===== src/sv/vss_pkg.sv =====
// ----------------------------------------------------------------------------
// vss_pkg
// Shared types and constants of the view stride solver.
// ----------------------------------------------------------------------------
package vss_pkg;

  localparam int unsigned DW    = 63;
  localparam int unsigned IDX_W = 3;

  localparam logic [1:0] ACT_SRC   = 2'd0;
  localparam logic [1:0] ACT_TGT   = 2'd1;
  localparam logic [1:0] ACT_SOLVE = 2'd2;

  localparam logic [1:0] ST_OK     = 2'd0;
  localparam logic [1:0] ST_NOVIEW = 2'd1;
  localparam logic [1:0] ST_OVF    = 2'd2;

  typedef enum logic [4:0] {
    OP_NONE,
    OP_LOAD,
    OP_INIT,
    OP_NUMEL_MUL,
    OP_NUMEL_UPD,
    OP_ZERO_SETUP,
    OP_ZERO_MUL,
    OP_ZERO_UPD,
    OP_MAIN_SETUP,
    OP_T_ONE,
    OP_O_DEC,
    OP_N_DEC,
    OP_MATCH,
    OP_GRP_SETUP,
    OP_NC_MUL,
    OP_NC_UPD,
    OP_WANT_MUL,
    OP_OC_MUL,
    OP_OC_UPD,
    OP_FILL_DONE,
    OP_FILL_MUL,
    OP_FILL_UPD,
    OP_FIN,
    OP_EMIT
  } vss_op_e;

  typedef struct packed {
    vss_op_e    op;
    logic [1:0] st;
  } vss_cmd_t;

  typedef struct packed {
    logic oi_at_sc;
    logic numel_zero;
    logic tc_zero;
    logic ni_zero;
    logic oi_neg;
    logic ni_neg;
    logic ts_one;
    logic ss_one;
    logic ts_eq_ss;
    logic ni_at_top;
    logic nc_eq_oc;
    logic nc_lt_oc;
    logic mul_done;
    logic mul_ovf;
    logic want_eq;
    logic out_free;
    logic emit_last;
  } vss_stat_t;

endpackage


===== src/sv/vss_ctrl.sv =====
// ----------------------------------------------------------------------------
// vss_ctrl
// Sequencer of the view stride solver: loads, the solve walk and emission.
// ----------------------------------------------------------------------------
module vss_ctrl import vss_pkg::*; (
  input  logic       clk_i,
  input  logic       rst_ni,
  input  logic       in_valid_i,
  input  logic [1:0] in_action_i,
  output logic       in_ready_o,
  input  vss_stat_t  stat_i,
  output vss_cmd_t   cmd_o
);

  localparam logic [4:0] S_IDLE  = 5'd0;
  localparam logic [4:0] S_INIT  = 5'd1;
  localparam logic [4:0] S_NLOOP = 5'd2;
  localparam logic [4:0] S_NMUL  = 5'd3;
  localparam logic [4:0] S_NCHK  = 5'd4;
  localparam logic [4:0] S_ZLOOP = 5'd5;
  localparam logic [4:0] S_ZMUL  = 5'd6;
  localparam logic [4:0] S_MAIN  = 5'd7;
  localparam logic [4:0] S_SKIP  = 5'd8;
  localparam logic [4:0] S_GRP   = 5'd9;
  localparam logic [4:0] S_NCA   = 5'd10;
  localparam logic [4:0] S_NCM   = 5'd11;
  localparam logic [4:0] S_OSKIP = 5'd12;
  localparam logic [4:0] S_WM    = 5'd13;
  localparam logic [4:0] S_OM    = 5'd14;
  localparam logic [4:0] S_FILL  = 5'd15;
  localparam logic [4:0] S_FM    = 5'd16;
  localparam logic [4:0] S_TAIL  = 5'd17;
  localparam logic [4:0] S_EMIT  = 5'd18;

  logic [4:0] state_q, state_d;

  always_comb begin
    state_d    = state_q;
    cmd_o.op   = OP_NONE;
    cmd_o.st   = ST_OK;
    in_ready_o = (state_q == S_IDLE);
    case (state_q)
      S_IDLE: begin
        if (in_valid_i) begin
          cmd_o.op = OP_LOAD;
          if (in_action_i == ACT_SOLVE) begin
            state_d = S_INIT;
          end
        end
      end
      S_INIT: begin
        cmd_o.op = OP_INIT;
        state_d  = S_NLOOP;
      end
      S_NLOOP: begin
        if (stat_i.oi_at_sc) begin
          state_d = S_NCHK;
        end else begin
          cmd_o.op = OP_NUMEL_MUL;
          state_d  = S_NMUL;
        end
      end
      S_NMUL: begin
        if (stat_i.mul_done) begin
          if (stat_i.mul_ovf) begin
            cmd_o = '{op: OP_FIN, st: ST_OVF};
            state_d = S_EMIT;
          end else begin
            cmd_o.op = OP_NUMEL_UPD;
            state_d  = S_NLOOP;
          end
        end
      end
      S_NCHK: begin
        if (stat_i.numel_zero) begin
          if (stat_i.tc_zero) begin
            cmd_o = '{op: OP_FIN, st: ST_NOVIEW};
            state_d = S_EMIT;
          end else begin
            cmd_o.op = OP_ZERO_SETUP;
            state_d  = S_ZLOOP;
          end
        end else begin
          cmd_o.op = OP_MAIN_SETUP;
          state_d  = S_MAIN;
        end
      end
      S_ZLOOP: begin
        if (stat_i.ni_zero) begin
          cmd_o = '{op: OP_FIN, st: ST_OK};
          state_d = S_EMIT;
        end else begin
          cmd_o.op = OP_ZERO_MUL;
          state_d  = S_ZMUL;
        end
      end
      S_ZMUL: begin
        if (stat_i.mul_done) begin
          if (stat_i.mul_ovf) begin
            cmd_o = '{op: OP_FIN, st: ST_OVF};
            state_d = S_EMIT;
          end else begin
            cmd_o.op = OP_ZERO_UPD;
            state_d  = S_ZLOOP;
          end
        end
      end
      S_MAIN: begin
        if (stat_i.oi_neg || stat_i.ni_neg) begin
          state_d = S_TAIL;
        end else if (stat_i.ts_one) begin
          cmd_o.op = OP_T_ONE;
        end else begin
          state_d = S_SKIP;
        end
      end
      S_SKIP: begin
        if (stat_i.oi_neg) begin
          cmd_o = '{op: OP_FIN, st: ST_NOVIEW};
          state_d = S_EMIT;
        end else if (stat_i.ss_one) begin
          cmd_o.op = OP_O_DEC;
        end else if (stat_i.ts_eq_ss) begin
          cmd_o.op = OP_MATCH;
          state_d  = S_MAIN;
        end else begin
          cmd_o.op = OP_GRP_SETUP;
          state_d  = S_GRP;
        end
      end
      S_GRP: begin
        if (stat_i.nc_eq_oc) begin
          state_d = S_FILL;
        end else if (stat_i.nc_lt_oc) begin
          cmd_o.op = OP_N_DEC;
          state_d  = S_NCA;
        end else begin
          cmd_o.op = OP_O_DEC;
          state_d  = S_OSKIP;
        end
      end
      S_NCA: begin
        if (stat_i.ni_neg) begin
          cmd_o = '{op: OP_FIN, st: ST_NOVIEW};
          state_d = S_EMIT;
        end else begin
          cmd_o.op = OP_NC_MUL;
          state_d  = S_NCM;
        end
      end
      S_NCM: begin
        if (stat_i.mul_done) begin
          if (stat_i.mul_ovf) begin
            cmd_o = '{op: OP_FIN, st: ST_NOVIEW};
            state_d = S_EMIT;
          end else begin
            cmd_o.op = OP_NC_UPD;
            state_d  = S_GRP;
          end
        end
      end
      S_OSKIP: begin
        if (stat_i.oi_neg) begin
          cmd_o = '{op: OP_FIN, st: ST_NOVIEW};
          state_d = S_EMIT;
        end else if (stat_i.ss_one) begin
          cmd_o.op = OP_O_DEC;
        end else begin
          cmd_o.op = OP_WANT_MUL;
          state_d  = S_WM;
        end
      end
      S_WM: begin
        if (stat_i.mul_done) begin
          if (stat_i.mul_ovf || !stat_i.want_eq) begin
            cmd_o = '{op: OP_FIN, st: ST_NOVIEW};
            state_d = S_EMIT;
          end else begin
            cmd_o.op = OP_OC_MUL;
            state_d  = S_OM;
          end
        end
      end
      S_OM: begin
        if (stat_i.mul_done) begin
          if (stat_i.mul_ovf) begin
            cmd_o = '{op: OP_FIN, st: ST_OVF};
            state_d = S_EMIT;
          end else begin
            cmd_o.op = OP_OC_UPD;
            state_d  = S_GRP;
          end
        end
      end
      S_FILL: begin
        if (stat_i.ni_at_top) begin
          cmd_o.op = OP_FILL_DONE;
          state_d  = S_MAIN;
        end else begin
          cmd_o.op = OP_FILL_MUL;
          state_d  = S_FM;
        end
      end
      S_FM: begin
        if (stat_i.mul_done) begin
          if (stat_i.mul_ovf) begin
            cmd_o = '{op: OP_FIN, st: ST_OVF};
            state_d = S_EMIT;
          end else begin
            cmd_o.op = OP_FILL_UPD;
            state_d  = S_FILL;
          end
        end
      end
      S_TAIL: begin
        if (!stat_i.ni_neg) begin
          cmd_o.op = OP_T_ONE;
        end else if (!stat_i.oi_neg && stat_i.ss_one) begin
          cmd_o.op = OP_O_DEC;
        end else begin
          cmd_o.op = OP_FIN;
          cmd_o.st = stat_i.oi_neg ? ST_OK : ST_NOVIEW;
          state_d  = S_EMIT;
        end
      end
      S_EMIT: begin
        if (stat_i.out_free) begin
          cmd_o.op = OP_EMIT;
          if (stat_i.emit_last) begin
            state_d = S_IDLE;
          end
        end
      end
      default: begin
        state_d = S_IDLE;
      end
    endcase
  end

  always_ff @(posedge clk_i or negedge rst_ni) begin
    if (!rst_ni) begin
      state_q <= S_IDLE;
    end else begin
      state_q <= state_d;
    end
  end

endmodule


===== config.mk =====
export PLATFORM = sky130hd
export DESIGN_NAME = vss_ctrl
export DESIGN_NICKNAME = d
export VERILOG_FILES = /design/src/sv/vss_pkg.sv /design/src/sv/vss_ctrl.sv
export SDC_FILE = /design/constraint.sdc
export NUM_CORES = 1
export LEC_CHECK = 0
export ABC_CLOCK_PERIOD_IN_PS = 2300
export BUFFER_PORTS_ARGS = -buffer_cell sky130_fd_sc_hd__buf_2
export CORE_UTILIZATION = 30
export CTS_BUF_LIST = sky130_fd_sc_hd__clkbuf_4 sky130_fd_sc_hd__clkbuf_8
export DETAILED_ROUTE_END_ITERATION = 12
export GPL_TIMING_DRIVEN = 1
export MAX_ROUTING_LAYER = met4
export PLACE_DENSITY = 0.58
export SETUP_SLACK_MARGIN = 0.02
export SKIP_CTS_REPAIR_TIMING = 1
export SLEW_MARGIN = 20
export SYNTH_ARGS = -nofsm -noshare
export SYNTH_HDL_FRONTEND = slang
export SYNTH_SLANG_ARGS = --single-unit
export TNS_END_PERCENT = 100

===== constraint.sdc =====
create_clock -name clk_i -period 2.3 [get_ports clk_i]
set_input_delay 0.115 -clock clk_i [delete_from_list [all_inputs] [get_ports clk_i]]
set_output_delay 0.115 -clock clk_i [all_outputs]
set_load 0.01 [all_outputs]

## Word level (Yosys, flattened, before mapping)

Index checks and enable logic that the tools add are counted.

| cells by class | value |
|---|---|
| muxes and demuxes | 75 |
| divide/modulo/power cells | 0 |
| reduce and logical (&&, ||, !) cells | 9 |
| bitwise gates (word level) | 0 |
| multipliers | 0 |
| magnitude comparators | 0 |
| shift-type cells | 0 |
| $add $sub $neg | 0 |
| eq/ne operators | 33 |

Operator list:

| cell | count |
|---|---|
| $mux W5 | 40 |
| $pmux W5 S19 | 1 |
| $pmux W5 S18 | 1 |
| $mux W7 | 6 |
| $eq A5 B4 Y1 const B | 8 |
| $mux W3 | 7 |
| $eq A5 B3 Y1 const B | 4 |
| $pmux W2 S10 | 1 |
| $ne A2 B2 Y1 const B | 9 |
| $mux W4 | 4 |
| $eq A5 B5 Y1 const B | 3 |
| $reduce_and A14 Y1 | 1 |
| $mux W1 | 11 |
| $eq A5 B2 Y1 const B | 2 |
| $ne A3 B3 Y1 const B | 3 |
| $mux W2 | 4 |
| $eq A5 B1 Y1 const B | 1 |
| $logic_not A5 Y1 | 1 |
| $ne A2 B1 Y1 const B | 2 |
| $reduce_or A2 Y1 | 2 |
| $eq A2 B2 Y1 const B | 1 |
| $logic_not A1 Y1 | 2 |
| $logic_or A1 B1 Y1 | 2 |
| $logic_and A1 B1 Y1 | 1 |

| storage, ports and cells | value |
|---|---|
| memory bits (read-only) | 0 |
| latch bits | 0 |
| bits in writable memories | 0 |
| output and inout bits | 8 |
| flip-flop bits (word level) | 5 |
| memories kept | 0 |
| input port bits | 22 |
| logic and storage cells | 118 |

## Longest topological paths before layout

Gate-level depths: netlist of the first run.

| depth | value |
|---|---|
| word-level depth | 5 |
| depth in mapped cells | 9 |
| gate-level depth less buffers | 6 |

## Least setup slack after synthesis of the first run

No wires, ideal clock.

| timing | value |
|---|---|
| kind | reg2out |
| from | reg state_q[3] |
| to | out cmd_o[6] in the netlist's numbering |
| slack | 0.361 ns |
| data arrival time | 1.824 ns |
| required time | 2.185 ns |
| stages on the path, launching flop included | 7 |
| path buffers | 2 |
| cells stage by stage | dfrtp_1 -> buf_4 -> or3b_2 -> clkbuf_1 -> nor3_1 -> or4_1 -> or3_1 |

RTL lines:

| item | RTL line | source |
|---|---|---|
| from (decl) | vss_ctrl.sv:35 | `logic [4:0] state_q, state_d;` |
| from (signal assigned) | vss_ctrl.sv:244 | `state_q <= state_d;` |
| to (decl) | vss_ctrl.sv:12 | `output vss_cmd_t cmd_o` |

==> impl_results.html, run 1 <==
<table>
<tr><th>Metric</th><th>Value</th></tr>
<tr><th colspan="2">Run status</th></tr>
<tr><td>Run status</td><td>finished, final reports clean</td></tr>
<tr><th colspan="2">Final layout</th></tr>
<tr><td>Largest registers in the final layout</td><td>state_q: 5 flops</td></tr>
<tr><td>Final nets</td><td>roughly 280</td></tr>
<tr><td>Number of antenna diodes</td><td>0</td></tr>
<tr><td>Filler Cell Count</td><td>~540</td></tr>
<tr><td>Area added between synthesis and finish</td><td>26.05%</td></tr>
<tr><td>Max FFs per register</td><td>5</td></tr>
<tr><td>Ratio of cells with drive above 1 in the final layout</td><td>between 30 and 40%</td></tr>
<tr><td>Largest Register</td><td>state_q</td></tr>
<tr><th colspan="2">Pwr</th></tr>
<tr><td>Maximum VDD drop</td><td>0.0004915 V</td></tr>
<tr><td>Total design power</td><td>roughly 2.5 mW</td></tr>
<tr><td>Power per standard cell area</td><td>1278 mW/mm^2</td></tr>
<tr><td>Total leakage power</td><td>~0.83 nW</td></tr>
<tr><th colspan="2">Global routing</th></tr>
<tr><td>Maximum number of pins on one net before global-route repair</td><td>27</td></tr>
<tr><td>Via count of the first global-routing pass</td><td>around 1,700</td></tr>
<tr><td>All-layer global routing usage</td><td>22.07%</td></tr>
<tr><td>Antenna violations before repair</td><td>0</td></tr>
<tr><td>First-pass GRT wire length</td><td>9094 um</td></tr>
<tr><td>Remaining Overflow, GRT</td><td>0</td></tr>
<tr><th colspan="2">Floorplan</th></tr>
<tr><td>Floorplan Core Area</td><td>a little over 0.005 sq mm</td></tr>
<tr><td>Row count</td><td>26</td></tr>
<tr><td>Floorplan die height</td><td>~75 um</td></tr>
<tr><td>Ports placed on the boundary</td><td>30</td></tr>
<tr><td>Starting density of the core</td><td>between 30% and 40%</td></tr>
<tr><td>Die area</td><td>0.005561 sq mm</td></tr>
<tr><td>Die Width</td><td>around 75 um</td></tr>
<tr><th colspan="2">Placed design</th></tr>
<tr><td>Pre-CTS setup slack</td><td>between 0.08 and 0.09 ns</td></tr>
<tr><td>Placer congestion estimate</td><td>about 0.93</td></tr>
<tr><td>Count of input and output buffers</td><td>29</td></tr>
<tr><td>Placed wire-length estimate after detailed placement</td><td>4267 um</td></tr>
<tr><th colspan="2">Timing</th></tr>
<tr><td>RSZ-0062 raised after global routing</td><td>true</td></tr>
<tr><td>Final setup violation count</td><td>0</td></tr>
<tr><td>Fraction of the cycle the final worst path needs</td><td>98.92%</td></tr>
<tr><td>Worst relative slew slack</td><td>between 60% and 70%</td></tr>
<tr><td>Achievable Freq</td><td>0.4395 GHz</td></tr>
<tr><td>Post-route setup slack</td><td>0.02478 ns</td></tr>
<tr><td>Max-slew violations</td><td>0</td></tr>
<tr><td>Slew @ Worst Pin</td><td>0.5192 ns</td></tr>
<tr><td>Max Clock Skew</td><td>about 0.00080 ns</td></tr>
<tr><td>Number of endpoints with negative hold slack in the final report</td><td>0</td></tr>
<tr><td>Min Clock Period, post-route</td><td>between 2 and 2.5 ns</td></tr>
<tr><th colspan="2">Route</th></tr>
<tr><td>Antenna viol nets, final</td><td>0</td></tr>
<tr><td>DR WL met3</td><td>494 um</td></tr>
<tr><td>Top routing layer in use</td><td>met4</td></tr>
<tr><td>DRC errors left</td><td>0</td></tr>
<tr><td>Total Routed Length</td><td>between 5000 and 6000 um</td></tr>
<tr><td>Length of the first detailed-routing pass in iterations</td><td>6</td></tr>
<tr><td>Vias</td><td>about 1,900</td></tr>
<tr><td>Detailed-route wire length per cell</td><td>approximately 17 um</td></tr>
<tr><td>Wire length on met2</td><td>2619 um</td></tr>
<tr><td>Met1 wire length</td><td>around 2500 um</td></tr>
<tr><td>Avg Vias per Cell</td><td>slightly below 6</td></tr>
<tr><td>Violation count after the first detailed-route iteration</td><td>between 150 and 200</td></tr>
<tr><th colspan="2">Setup path</th></tr>
<tr><td>Origin of the critical flop-to-flop path</td><td>state_q[1]</td></tr>
<tr><td>Critical path's slowest cell</td><td>sky130_fd_sc_hd__or4_1</td></tr>
<tr><td>Cells traversed along the worst timing path</td><td>mux2i_1 -&gt; nor2_1 -&gt; a31oi_1 -&gt; nor2_1 -&gt; or4_1 -&gt; or3_4 -&gt; buf_6</td></tr>
<tr><td>Startpoint Class</td><td>flop</td></tr>
<tr><td>Crit path DAT</td><td>roughly 2.2 ns</td></tr>
<tr><td>Worst path required time</td><td>~2.2 ns</td></tr>
<tr><td>Worst Setup SP</td><td>state_q[1]</td></tr>
<tr><td>WS Path Type</td><td>flop to output pin</td></tr>
<tr><td>Most used cell, CP</td><td>sky130_fd_sc_hd__nor2_1</td></tr>
<tr><td>Endpoint kind of the worst setup timing path</td><td>output pin</td></tr>
<tr><td>Bufs and invs on worst path</td><td>1</td></tr>
<tr><td>Max stage delay on crit path</td><td>between 0.5 and 0.6 ns</td></tr>
<tr><td>Maximum net fanout on the critical path</td><td>6</td></tr>
<tr><td>Cell family with most CP delay</td><td>simple AND/OR/NAND/NOR gates</td></tr>
<tr><th colspan="2">Synth</th></tr>
<tr><td>Flip-flop cell with the highest count after synthesis</td><td>sky130_fd_sc_hd__dfrtp_1</td></tr>
<tr><td>Post-Syn Nets</td><td>~240</td></tr>
<tr><td>Cell taking the most area after synthesis</td><td>sky130_fd_sc_hd__dfrtp_1</td></tr>
<tr><td>Synth cell count leaders</td><td>sky130_fd_sc_hd__nor2_1 (25), sky130_fd_sc_hd__nand2_1 (19), sky130_fd_sc_hd__a21oi_1 (13)</td></tr>
<tr><td>Most common cell in the netlist</td><td>sky130_fd_sc_hd__nor2_1</td></tr>
<tr><td>Post-synthesis register bit count</td><td>5</td></tr>
<tr><td>Fraction of synthesis flops using an asynchronous set or reset pin</td><td>100.0%</td></tr>
<tr><td>Number of distinct standard cells referenced by the synthesized netlist</td><td>65</td></tr>
<tr><td>Synth top area cells</td><td>sky130_fd_sc_hd__dfrtp_1 (7.9%), sky130_fd_sc_hd__nor2_1 (5.9%), sky130_fd_sc_hd__clkbuf_8 (5.2%), sky130_fd_sc_hd__nand2_1 (4.5%), sky130_fd_sc_hd__buf_6 (4.3%)</td></tr>
<tr><td>Mapped Avg Cell Area</td><td>7.282 sq um</td></tr>
<tr><td>Cells after synthesis</td><td>217</td></tr>
<tr><td>Area share of the largest cell type after synthesis</td><td>between 7 and 8%</td></tr>
<tr><td>Post-synth EDFFs</td><td>0</td></tr>
<tr><td>Yosys Warn Count</td><td>0</td></tr>
<tr><td>Seq/Total Area, Yosys</td><td>approximately 7.9%</td></tr>
<tr><td>Post-synthesis cell area</td><td>between 0.0015 and 0.002 sq mm</td></tr>
<tr><th colspan="2">Clocking</th></tr>
<tr><td>H-tree depth reported by CTS</td><td>1</td></tr>
<tr><td>TritonCTS clock tree</td><td>yes</td></tr>
<tr><td>Max clock buf depth</td><td>2</td></tr>
<tr><td>Number of sinks driven by the clock tree</td><td>5</td></tr>
<tr><td>Later-pin clock latency in the skew report</td><td>roughly 0.23 ns</td></tr>
<tr><td>TritonCTS Buffers</td><td>3</td></tr>
<tr><td>Clock slew at the register clock pins of the worst setup and hold paths</td><td>around 0.040 ns</td></tr>
<tr><td>Master cell of the clock root buffer</td><td>sky130_fd_sc_hd__clkbuf_8</td></tr>
<tr><th colspan="2">Worst hold path</th></tr>
<tr><td>Path type of the worst min-delay path</td><td>input pin to asynchronous set/reset pin</td></tr>
<tr><th colspan="2">Flow run</th></tr>
<tr><td>Total of max-cap violations</td><td>0</td></tr>
</table>
[per-stage QoR]
step	cells	area, sq um	utilization, %	setup TNS (ns)	hold slack [ns]
2_1_floorplan	217	1580	-	0	-0.1806
3_3_place_gp	318	1824	35.95	0	-0.06457
3_5_place_dp	318	1824	35.95	0	-0.06271
4_1_cts	322	1873	36.91	-0.1144	-0.3037
5_1_grt	331	1992	39.25	-0.02776	0.2698
6_report	331	1992	39.25	0	0.2316
[cells by family (layout without fill, tap and decap cells)]
| family | Yosys count | in the layout | synth area share, % |
|---|---|---|---|
| buf+inv | 27 | 71 | 14.25 |
| simple gates | 108 | 108 | 40.94 |
| compound gates | 70 | 70 | 31.12 |
| flops | 5 | 5 | 7.918 |
| mux | 7 | 7 | 5.780 |
[report_power, final]
part / internal [mW] / switching, mW
Clock: 0.132 / 0.0524
Combinational: 1.02 / 1.13
Sequential: 0.138 / 0.0796
[area by class of cell]
class | instances | area [sq um] | share of cell area [%]
multi-input combinational | 185 | 1246 | 62.56
timing repair buffer | 62 | 460.4 | 23.12
sequential | 5 | 130.1 | 6.533
tap | 70 | 87.58 | 4.397
clock buffer | 4 | 48.80 | 2.450
inverter | 5 | 18.77 | 0.9422
[per-layer routing]
metal | vias up | global-route usage (%)
met5 | - | -
met3 | 12 | 3.930
li1 | 917 | -
met4 | 0 | 6.499
met1 | 892 | 30.24
met2 | 112 | 32.83
[worst paths after layout]
path / endpoint / slack, ns / cells after the start
hold / removal: state_q[3] / 0.23 / 2
min in group clk_i: state_q[2] / 0.49 / 6
max in group asynchronous: state_q[1] / 1.92 / 2
hold reg to reg: state_q[4] / 0.75 / 2
setup reg to reg: state_q[3] / 0.08 / 8
setup / recovery: cmd_o[6] / 0.02 / 7
[cell usage in the layout, fill, tap and decap left out, types with 2 or more instances in the layout]
| cell type | n |
|---|---|
| sky130_fd_sc_hd__a21oi_1 | 13 |
| sky130_fd_sc_hd__a22oi_1 | 2 |
| sky130_fd_sc_hd__a31oi_1 | 10 |
| sky130_fd_sc_hd__a32oi_1 | 3 |
| sky130_fd_sc_hd__buf_12 | 3 |
| sky130_fd_sc_hd__buf_2 | 28 |
| sky130_fd_sc_hd__buf_4 | 27 |
| sky130_fd_sc_hd__buf_6 | 2 |
| sky130_fd_sc_hd__clkbuf_8 | 3 |
| sky130_fd_sc_hd__dfrtp_2 | 4 |
| sky130_fd_sc_hd__inv_1 | 4 |
| sky130_fd_sc_hd__mux2_4 | 4 |
| sky130_fd_sc_hd__mux2i_1 | 2 |
| sky130_fd_sc_hd__nand2_1 | 19 |
| sky130_fd_sc_hd__nand2b_1 | 8 |
| sky130_fd_sc_hd__nand3_1 | 10 |
| sky130_fd_sc_hd__nand3b_1 | 4 |
| sky130_fd_sc_hd__nand4_1 | 4 |
| sky130_fd_sc_hd__nor2_1 | 25 |
| sky130_fd_sc_hd__nor2b_1 | 5 |
| sky130_fd_sc_hd__nor3_1 | 5 |
| sky130_fd_sc_hd__nor3b_1 | 2 |
| sky130_fd_sc_hd__nor4b_1 | 2 |
| sky130_fd_sc_hd__o2111ai_1 | 3 |
| sky130_fd_sc_hd__o21ai_0 | 9 |
| sky130_fd_sc_hd__o21ai_1 | 2 |
| sky130_fd_sc_hd__o221ai_1 | 2 |
| sky130_fd_sc_hd__o22ai_1 | 7 |
| sky130_fd_sc_hd__o2bb2ai_1 | 3 |
| sky130_fd_sc_hd__o31ai_1 | 3 |
| sky130_fd_sc_hd__o32a_1 | 2 |
| sky130_fd_sc_hd__or2b_2 | 2 |
| sky130_fd_sc_hd__or3b_4 | 2 |
| sky130_fd_sc_hd__or4_1 | 2 |
No activity file was read; power rests on OpenSTA's default activity.
==> run 2: changes to the inputs <==
- CTS_BUF_LIST: sky130_fd_sc_hd__clkbuf_4 sky130_fd_sc_hd__clkbuf_8 -> not set
==> run 2 against run 1 <==
Against the previous run: die area unchanged; cell count unchanged; sequential power about the same; critical path depth unchanged; non-clock buffer count unchanged; hold slack improved by 0.0058 ns; via count about the same; design area decreased by 0.19%; fmax increased by 0.21%; sequential share of layout area about the same; routed wire length decreased by 0.19%; flip-flop and latch count unchanged; critical endpoint unchanged.
==> impl_results.html, run 2 (synthesis results as in run 1) <==
<table>
<tr><th>Metric</th><th>Value</th></tr>
<tr><th colspan="2">Run status</th></tr>
<tr><td>Run status</td><td>finished, final reports clean</td></tr>
<tr><th colspan="2">Floorplan</th></tr>
<tr><td>Floorplan die height</td><td>~75 um</td></tr>
<tr><td>Die Width</td><td>approximately 75 um</td></tr>
<tr><td>Die area</td><td>0.005561 sq mm</td></tr>
<tr><td>Floorplan Core Area</td><td>0.005075 sq mm</td></tr>
<tr><td>Starting density of the core</td><td>between 30% and 40%</td></tr>
<tr><td>Row count</td><td>26</td></tr>
<tr><td>Ports placed on the boundary</td><td>30</td></tr>
<tr><th colspan="2">Final layout</th></tr>
<tr><td>Final nets</td><td>284</td></tr>
<tr><td>Number of antenna diodes</td><td>0</td></tr>
<tr><td>Largest registers in the final layout</td><td>state_q: 5 flops</td></tr>
<tr><td>Filler Cell Count</td><td>546</td></tr>
<tr><td>Post-layout instance area</td><td>just under 0.002 sq mm</td></tr>
<tr><td>Leading cell type in the layout, fill and taps excluded</td><td>sky130_fd_sc_hd__buf_2</td></tr>
<tr><td>Highest-count cells in the layout ignoring fill and taps</td><td>sky130_fd_sc_hd__buf_2 (28), sky130_fd_sc_hd__buf_4 (27), sky130_fd_sc_hd__nor2_1 (25)</td></tr>
<tr><td>Ratio of cells with drive above 1 in the final layout</td><td>a little over a third</td></tr>
<tr><td>Largest Register</td><td>state_q</td></tr>
<tr><td>Max FFs per register</td><td>5</td></tr>
<tr><td>Area added between synthesis and finish</td><td>25.81%</td></tr>
<tr><th colspan="2">Timing</th></tr>
<tr><td>Min Clock Period, post-route</td><td>2.271 ns</td></tr>
<tr><td>Worst relative slew slack</td><td>65.23%</td></tr>
<tr><td>Max Clock Skew</td><td>0.0001818 ns</td></tr>
<tr><td>Worst Hold Margin</td><td>about 0.24 ns</td></tr>
<tr><td>Achievable Freq</td><td>approximately 0.44 GHz</td></tr>
<tr><td>Final setup violation count</td><td>0</td></tr>
<tr><td>Fraction of the cycle the final worst path needs</td><td>between 90% and 100%</td></tr>
<tr><td>Number of endpoints with negative hold slack in the final report</td><td>0</td></tr>
<tr><td>RSZ-0062 raised after global routing</td><td>true</td></tr>
<tr><td>Slew @ Worst Pin</td><td>just over 0.5 ns</td></tr>
<tr><td>Max-slew violations</td><td>0</td></tr>
<tr><th colspan="2">Clocking</th></tr>
<tr><td>TritonCTS clock tree</td><td>yes</td></tr>
<tr><td>Later-pin clock latency in the skew report</td><td>about 0.22 ns</td></tr>
<tr><td>Number of sinks driven by the clock tree</td><td>5</td></tr>
<tr><td>H-tree depth reported by CTS</td><td>1</td></tr>
<tr><td>TritonCTS Buffers</td><td>3</td></tr>
<tr><td>Clock slew at the register clock pins of the worst setup and hold paths</td><td>approximately 0.04 ns</td></tr>
<tr><td>Master cell of the clock root buffer</td><td>sky130_fd_sc_hd__clkbuf_8</td></tr>
<tr><td>Max clock buf depth</td><td>2</td></tr>
<tr><th colspan="2">Global routing</th></tr>
<tr><td>Maximum number of pins on one net before global-route repair</td><td>27</td></tr>
<tr><td>All-layer global routing usage</td><td>about 22%</td></tr>
<tr><td>Remaining Overflow, GRT</td><td>0</td></tr>
<tr><td>First-pass GRT wire length</td><td>~9100 um</td></tr>
<tr><td>Antenna violations before repair</td><td>0</td></tr>
<tr><td>Via count of the first global-routing pass</td><td>approximately 1,700</td></tr>
<tr><th colspan="2">Setup path</th></tr>
<tr><td>Reg2reg setup slack</td><td>~0.08 ns</td></tr>
<tr><td>Endpoint kind of the worst setup timing path</td><td>output pin</td></tr>
<tr><td>Origin of the critical flop-to-flop path</td><td>state_q[1]</td></tr>
<tr><td>Startpoint Class</td><td>flop</td></tr>
<tr><td>Worst path required time</td><td>about 2.2 ns</td></tr>
<tr><td>Cell depth of the worst flop-to-flop path</td><td>8</td></tr>
<tr><td>R2R Path End</td><td>state_q[3]</td></tr>
<tr><td>Cells traversed along the worst timing path</td><td>mux2i_1 -&gt; nor2_1 -&gt; a31oi_1 -&gt; nor2_1 -&gt; or4_1 -&gt; or3_4 -&gt; buf_6</td></tr>
<tr><td>Maximum net fanout on the critical path</td><td>6</td></tr>
<tr><td>WS Path Type</td><td>flop to output pin</td></tr>
<tr><td>Crit path DAT</td><td>roughly 2.2 ns</td></tr>
<tr><td>Max stage delay on crit path</td><td>about 0.51 ns</td></tr>
<tr><td>Critical path's slowest cell</td><td>sky130_fd_sc_hd__or4_1</td></tr>
<tr><td>Most used cell, CP</td><td>sky130_fd_sc_hd__nor2_1</td></tr>
<tr><th colspan="2">Placed design</th></tr>
<tr><td>Count of input and output buffers</td><td>29</td></tr>
<tr><td>Placer congestion estimate</td><td>0.9319</td></tr>
<tr><td>Cell area after placement</td><td>approximately 0.0018 sq mm</td></tr>
<tr><td>Placed wire-length estimate after detailed placement</td><td>4267 um</td></tr>
<tr><th colspan="2">Route</th></tr>
<tr><td>Length of the first detailed-routing pass in iterations</td><td>5</td></tr>
<tr><td>Violation count after the first detailed-route iteration</td><td>170</td></tr>
<tr><td>Antenna viol nets, final</td><td>0</td></tr>
<tr><td>Vias</td><td>between 1,500 and 2,000</td></tr>
<tr><td>Total Routed Length</td><td>5748 um</td></tr>
<tr><td>Detailed-route wire length per cell</td><td>17.37 um</td></tr>
<tr><td>DRC errors left</td><td>0</td></tr>
<tr><td>Avg Vias per Cell</td><td>5.843</td></tr>
<tr><th colspan="2">Worst hold path</th></tr>
<tr><td>Path type of the worst min-delay path</td><td>input pin to asynchronous set/reset pin</td></tr>
<tr><th colspan="2">Flow run</th></tr>
<tr><td>Total of max-cap violations</td><td>0</td></tr>
<tr><th colspan="2">Pwr</th></tr>
<tr><td>Total leakage power</td><td>just over 0.8 nW</td></tr>
<tr><td>Maximum VDD drop</td><td>about 0.00049 V</td></tr>
<tr><td>Power per standard cell area</td><td>about 1300 mW/mm^2</td></tr>
</table>
[run 2: critical path: cells and delay by family, from the launching register on]
kind            cells  cell delay (ns)
compound gates      1             0.15
buf+inv             1             0.13
flops               1             0.44
mux                 1             0.22
simple gates        4             0.99
[run 2: cell type report]
class                      instances  area (sq um)  share of cell area (%)
timing repair buffer              62         460.4                   23.16
multi-input combinational        185          1246                   62.68
clock buffer                       4         45.04                   2.266
inverter                           5         18.77                  0.9440
tap                               70         87.58                   4.405
sequential                         5         130.1                   6.545
[run 2: how the worst max path moves through the flow]
stage	endpoint	from	slack [ns]
after floorplan	cmd_o[6]	state_q[3]	0.36
after global placement	state_q[0]	state_q[2]	0.1
after detailed placement	state_q[4]	state_q[1]	0.08
after CTS	cmd_o[6]	state_q[1]	-0.10
after global routing	cmd_o[6]	state_q[1]	-0.03
final	cmd_o[6]	state_q[1]	0.03
[run 2: routing by layer]
metal / share of wire (%) / routed length, um / GRT usage, %
met5: 0 / 0 / -
met1: 43 / 2482 / 30.24
met4: 2.0 / 115 / 5.870
met2: 46 / 2645 / 32.83
met3: 8.8 / 504 / 3.930
[run 2: metrics by stage]
step / util (%) / cells / total power [mW] / worst slack [ns] / setup TNS [ns]
floorplan: - / 217 / 1.650 / 0.3607 / 0
global placement: 35.95 / 318 / 2.148 / 0.09741 / 0
detailed placement: 35.95 / 318 / 2.130 / 0.08363 / 0
CTS: 36.83 / 322 / 2.313 / -0.1000 / -0.1096
global route: 39.18 / 331 / 2.709 / -0.02512 / -0.02512
finish: 39.18 / 331 / 2.529 / 0.02946 / 0
[run 2: power breakdown]
part | internal, mW | switching (mW)
registers | 0.138 | 0.0795
clock network | 0.119 | 0.0485
logic | 1.02 | 1.13
total | 1.27 | 1.26
==> run 3: changes to the inputs <==
- CORE_UTILIZATION: 30 -> 37
- PLACE_DENSITY: 0.58 -> 0.67
==> run 3 against run 2 <==
Against the previous run: the flow now finishes with violations (negative setup slack); clock-buffer cell count is the same; core utilization rose by 11 points; non-clock buffer count is 6 higher; largest power group unchanged; clock power is 4% higher; global-route usage grew 4.7 points; hold slack lost 0.016 ns; cell count is 4.2% lower; sequential power decreased by 6%; first-iteration DRC count grew 2.9%.
==> impl_results.html, run 3 (synthesis results as in run 1) <==
<table>
<tr><th>Metric</th><th>Value</th></tr>
<tr><th colspan="2">Run status</th></tr>
<tr><td>Run status</td><td>finished, violations left</td></tr>
<tr><td>Violations in the final reports</td><td>negative setup slack</td></tr>
<tr><th colspan="2">Timing</th></tr>
<tr><td>Min Clock Period, post-route</td><td>approximately 2.3 ns</td></tr>
<tr><td>Number of endpoints with negative hold slack in the final report</td><td>0</td></tr>
<tr><td>Post-route setup slack</td><td>-0.01408 ns</td></tr>
<tr><td>Fraction of the cycle the final worst path needs</td><td>100.6%</td></tr>
<tr><td>Achievable Freq</td><td>0.4321 GHz</td></tr>
<tr><td>Worst relative slew slack</td><td>about two thirds</td></tr>
<tr><td>Max-slew violations</td><td>0</td></tr>
<tr><td>Worst Hold Margin</td><td>0.2218 ns</td></tr>
<tr><td>RSZ-0062 raised after global routing</td><td>true</td></tr>
<tr><td>Max Clock Skew</td><td>0.005745 ns</td></tr>
<tr><td>Final setup violation count</td><td>1</td></tr>
<tr><td>Slew @ Worst Pin</td><td>approximately 0.47 ns</td></tr>
<tr><th colspan="2">Setup path</th></tr>
<tr><td>Cell family with most CP delay</td><td>simple AND/OR/NAND/NOR gates</td></tr>
<tr><td>Startpoint Class</td><td>flop</td></tr>
<tr><td>Cells traversed along the worst timing path</td><td>buf_12 -&gt; buf_12 -&gt; or3b_4 -&gt; nor3_2 -&gt; or4_1 -&gt; or3_1 -&gt; buf_2</td></tr>
<tr><td>Bufs and invs on worst path</td><td>3</td></tr>
<tr><td>Crit path DAT</td><td>about 2.2 ns</td></tr>
<tr><td>Maximum net fanout on the critical path</td><td>9</td></tr>
<tr><td>Max stage delay on crit path</td><td>approximately 0.5 ns</td></tr>
<tr><td>Most used cell, CP</td><td>sky130_fd_sc_hd__buf_12</td></tr>
<tr><td>Worst path required time</td><td>2.18 ns</td></tr>
<tr><td>Critical path's slowest cell</td><td>sky130_fd_sc_hd__or4_1</td></tr>
<tr><td>Endpoint kind of the worst setup timing path</td><td>output pin</td></tr>
<tr><td>WS Path Type</td><td>flop to output pin</td></tr>
<tr><th colspan="2">Placed design</th></tr>
<tr><td>Placed wire-length estimate after detailed placement</td><td>between 4000 and 5000 um</td></tr>
<tr><td>Pre-CTS setup slack</td><td>approximately 0.073 ns</td></tr>
<tr><td>Placer congestion estimate</td><td>slightly above 1</td></tr>
<tr><td>Count of input and output buffers</td><td>29</td></tr>
<tr><th colspan="2">Global routing</th></tr>
<tr><td>Antenna violations before repair</td><td>0</td></tr>
<tr><td>All-layer global routing usage</td><td>26.64%</td></tr>
<tr><td>First-pass GRT wire length</td><td>approximately 8700 um</td></tr>
<tr><td>Via count of the first global-routing pass</td><td>approximately 1,700</td></tr>
<tr><td>Maximum number of pins on one net before global-route repair</td><td>25</td></tr>
<tr><td>Remaining Overflow, GRT</td><td>0</td></tr>
<tr><th colspan="2">Clocking</th></tr>
<tr><td>H-tree depth reported by CTS</td><td>1</td></tr>
<tr><td>Later-pin clock latency in the skew report</td><td>0.23 ns</td></tr>
<tr><td>TritonCTS clock tree</td><td>yes</td></tr>
<tr><td>Master cell of the clock root buffer</td><td>sky130_fd_sc_hd__clkbuf_8</td></tr>
<tr><td>TritonCTS Buffers</td><td>3</td></tr>
<tr><td>Number of sinks driven by the clock tree</td><td>5</td></tr>
<tr><td>Clock slew at the register clock pins of the worst setup and hold paths</td><td>roughly 0.04 ns</td></tr>
<tr><td>Max clock buf depth</td><td>2</td></tr>
<tr><th colspan="2">Route</th></tr>
<tr><td>Avg Vias per Cell</td><td>roughly 6.3</td></tr>
<tr><td>Violation count after the first detailed-route iteration</td><td>175</td></tr>
<tr><td>Detailed-route wire length per cell</td><td>18.33 um</td></tr>
<tr><td>Antenna viol nets, final</td><td>0</td></tr>
<tr><td>Vias</td><td>roughly 2,000</td></tr>
<tr><td>Total Routed Length</td><td>between 5000 and 6000 um</td></tr>
<tr><td>Length of the first detailed-routing pass in iterations</td><td>5</td></tr>
<tr><td>DRC errors left</td><td>0</td></tr>
<tr><th colspan="2">Floorplan</th></tr>
<tr><td>Floorplan die height</td><td>between 60 and 70 um</td></tr>
<tr><td>Row count</td><td>23</td></tr>
<tr><td>Floorplan Core Area</td><td>roughly 0.0041 sq mm</td></tr>
<tr><td>Die Width</td><td>67.35 um</td></tr>
<tr><td>Starting density of the core</td><td>just under 40%</td></tr>
<tr><td>Ports placed on the boundary</td><td>30</td></tr>
<tr><td>Die area</td><td>about 0.0045 sq mm</td></tr>
<tr><th colspan="2">Final layout</th></tr>
<tr><td>Area added between synthesis and finish</td><td>29.93%</td></tr>
<tr><td>Ratio of cells with drive above 1 in the final layout</td><td>37.83%</td></tr>
<tr><td>Largest registers in the final layout</td><td>state_q: 5 flops</td></tr>
<tr><td>Max FFs per register</td><td>5</td></tr>
<tr><td>Largest Register</td><td>state_q</td></tr>
<tr><td>Leading cell type in the layout, fill and taps excluded</td><td>sky130_fd_sc_hd__buf_4</td></tr>
<tr><td>Number of antenna diodes</td><td>0</td></tr>
<tr><td>Highest-count cells in the layout ignoring fill and taps</td><td>sky130_fd_sc_hd__buf_4 (30), sky130_fd_sc_hd__buf_2 (29), sky130_fd_sc_hd__nor2_1 (25)</td></tr>
<tr><td>Final nets</td><td>between 200 and 300</td></tr>
<tr><td>Finished Core Util</td><td>between 50% and 60%</td></tr>
<tr><th colspan="2">Pwr</th></tr>
<tr><td>Total leakage power</td><td>between 0.8 and 0.9 nW</td></tr>
<tr><td>Maximum VDD drop</td><td>0.0006952 V</td></tr>
<tr><td>Total design power</td><td>approximately 2.7 mW</td></tr>
<tr><td>Power per standard cell area</td><td>~1300 mW/mm^2</td></tr>
<tr><th colspan="2">Worst hold path</th></tr>
<tr><td>Path type of the worst min-delay path</td><td>input pin to asynchronous set/reset pin</td></tr>
<tr><th colspan="2">Flow run</th></tr>
<tr><td>Total of max-cap violations</td><td>0</td></tr>
</table>
==> run 3: final cells by class <==
type                    count  area (sq um)
repair buffers             68         510.5
clock buffers               4         45.04
multi-input cells         185          1286
inverters                   5         18.77
fillers                   384          2004
flip-flops and latches      5         130.1
well taps                  50         62.56
==> run 3: layer usage <==
metal / vias to the layer above / wire length [um] / GRT usage (%) / share of wire [%]
li1: 924 / - / - / -
met1: 915 / 2380 / 35.68 / 41
met2: 145 / 2607 / 39.13 / 45
met3: 23 / 642 / 5.068 / 11
met4: 0 / 180 / 10.11 / 3.1
met5: - / 0 / - / 0
==> run 3: worst paths after layout <==
check,depth (start not counted),slack [ns],end,from
max in group asynchronous,2,1.93,state_q[2],rst_ni
min,2,0.22,state_q[1],rst_ni
max,7,-0.01,cmd_o[6],state_q[3]
min reg2reg,2,0.77,state_q[4],state_q[4]
max reg2reg,8,0.12,state_q[0],state_q[3]
min in group clk_i,4,0.50,state_q[2],stat_i[8]
==> run 3: worst register-to-register path: cells and delay by family, from the launching register on <==
family | cells | cell delay (ns)
and+or+nand+nor | 3 | 0.89
buffers and inverters | 2 | 0.27
muxes | 1 | 0.28
AOI/OAI and AO/OA | 2 | 0.23
DFF | 1 | 0.40
==> run 3: stage by stage <==
| stage | instances | TNS, ns | instance area [sq um] |
|---|---|---|---|
| after floorplan | 217 | 0 | 1580 |
| after global placement | 302 | 0 | 1792 |
| after detailed placement | 302 | 0 | 1792 |
| after CTS | 306 | -0.2342 | 1837 |
| after global routing | 317 | -0.07203 | 2053 |
| final | 317 | -0.01408 | 2053 |
==> run 3: where the power goes <==
group,switching (mW),internal [mW]
combinational,1.21,1.08
clock,0.0542,0.120
sequential,0.0659,0.137
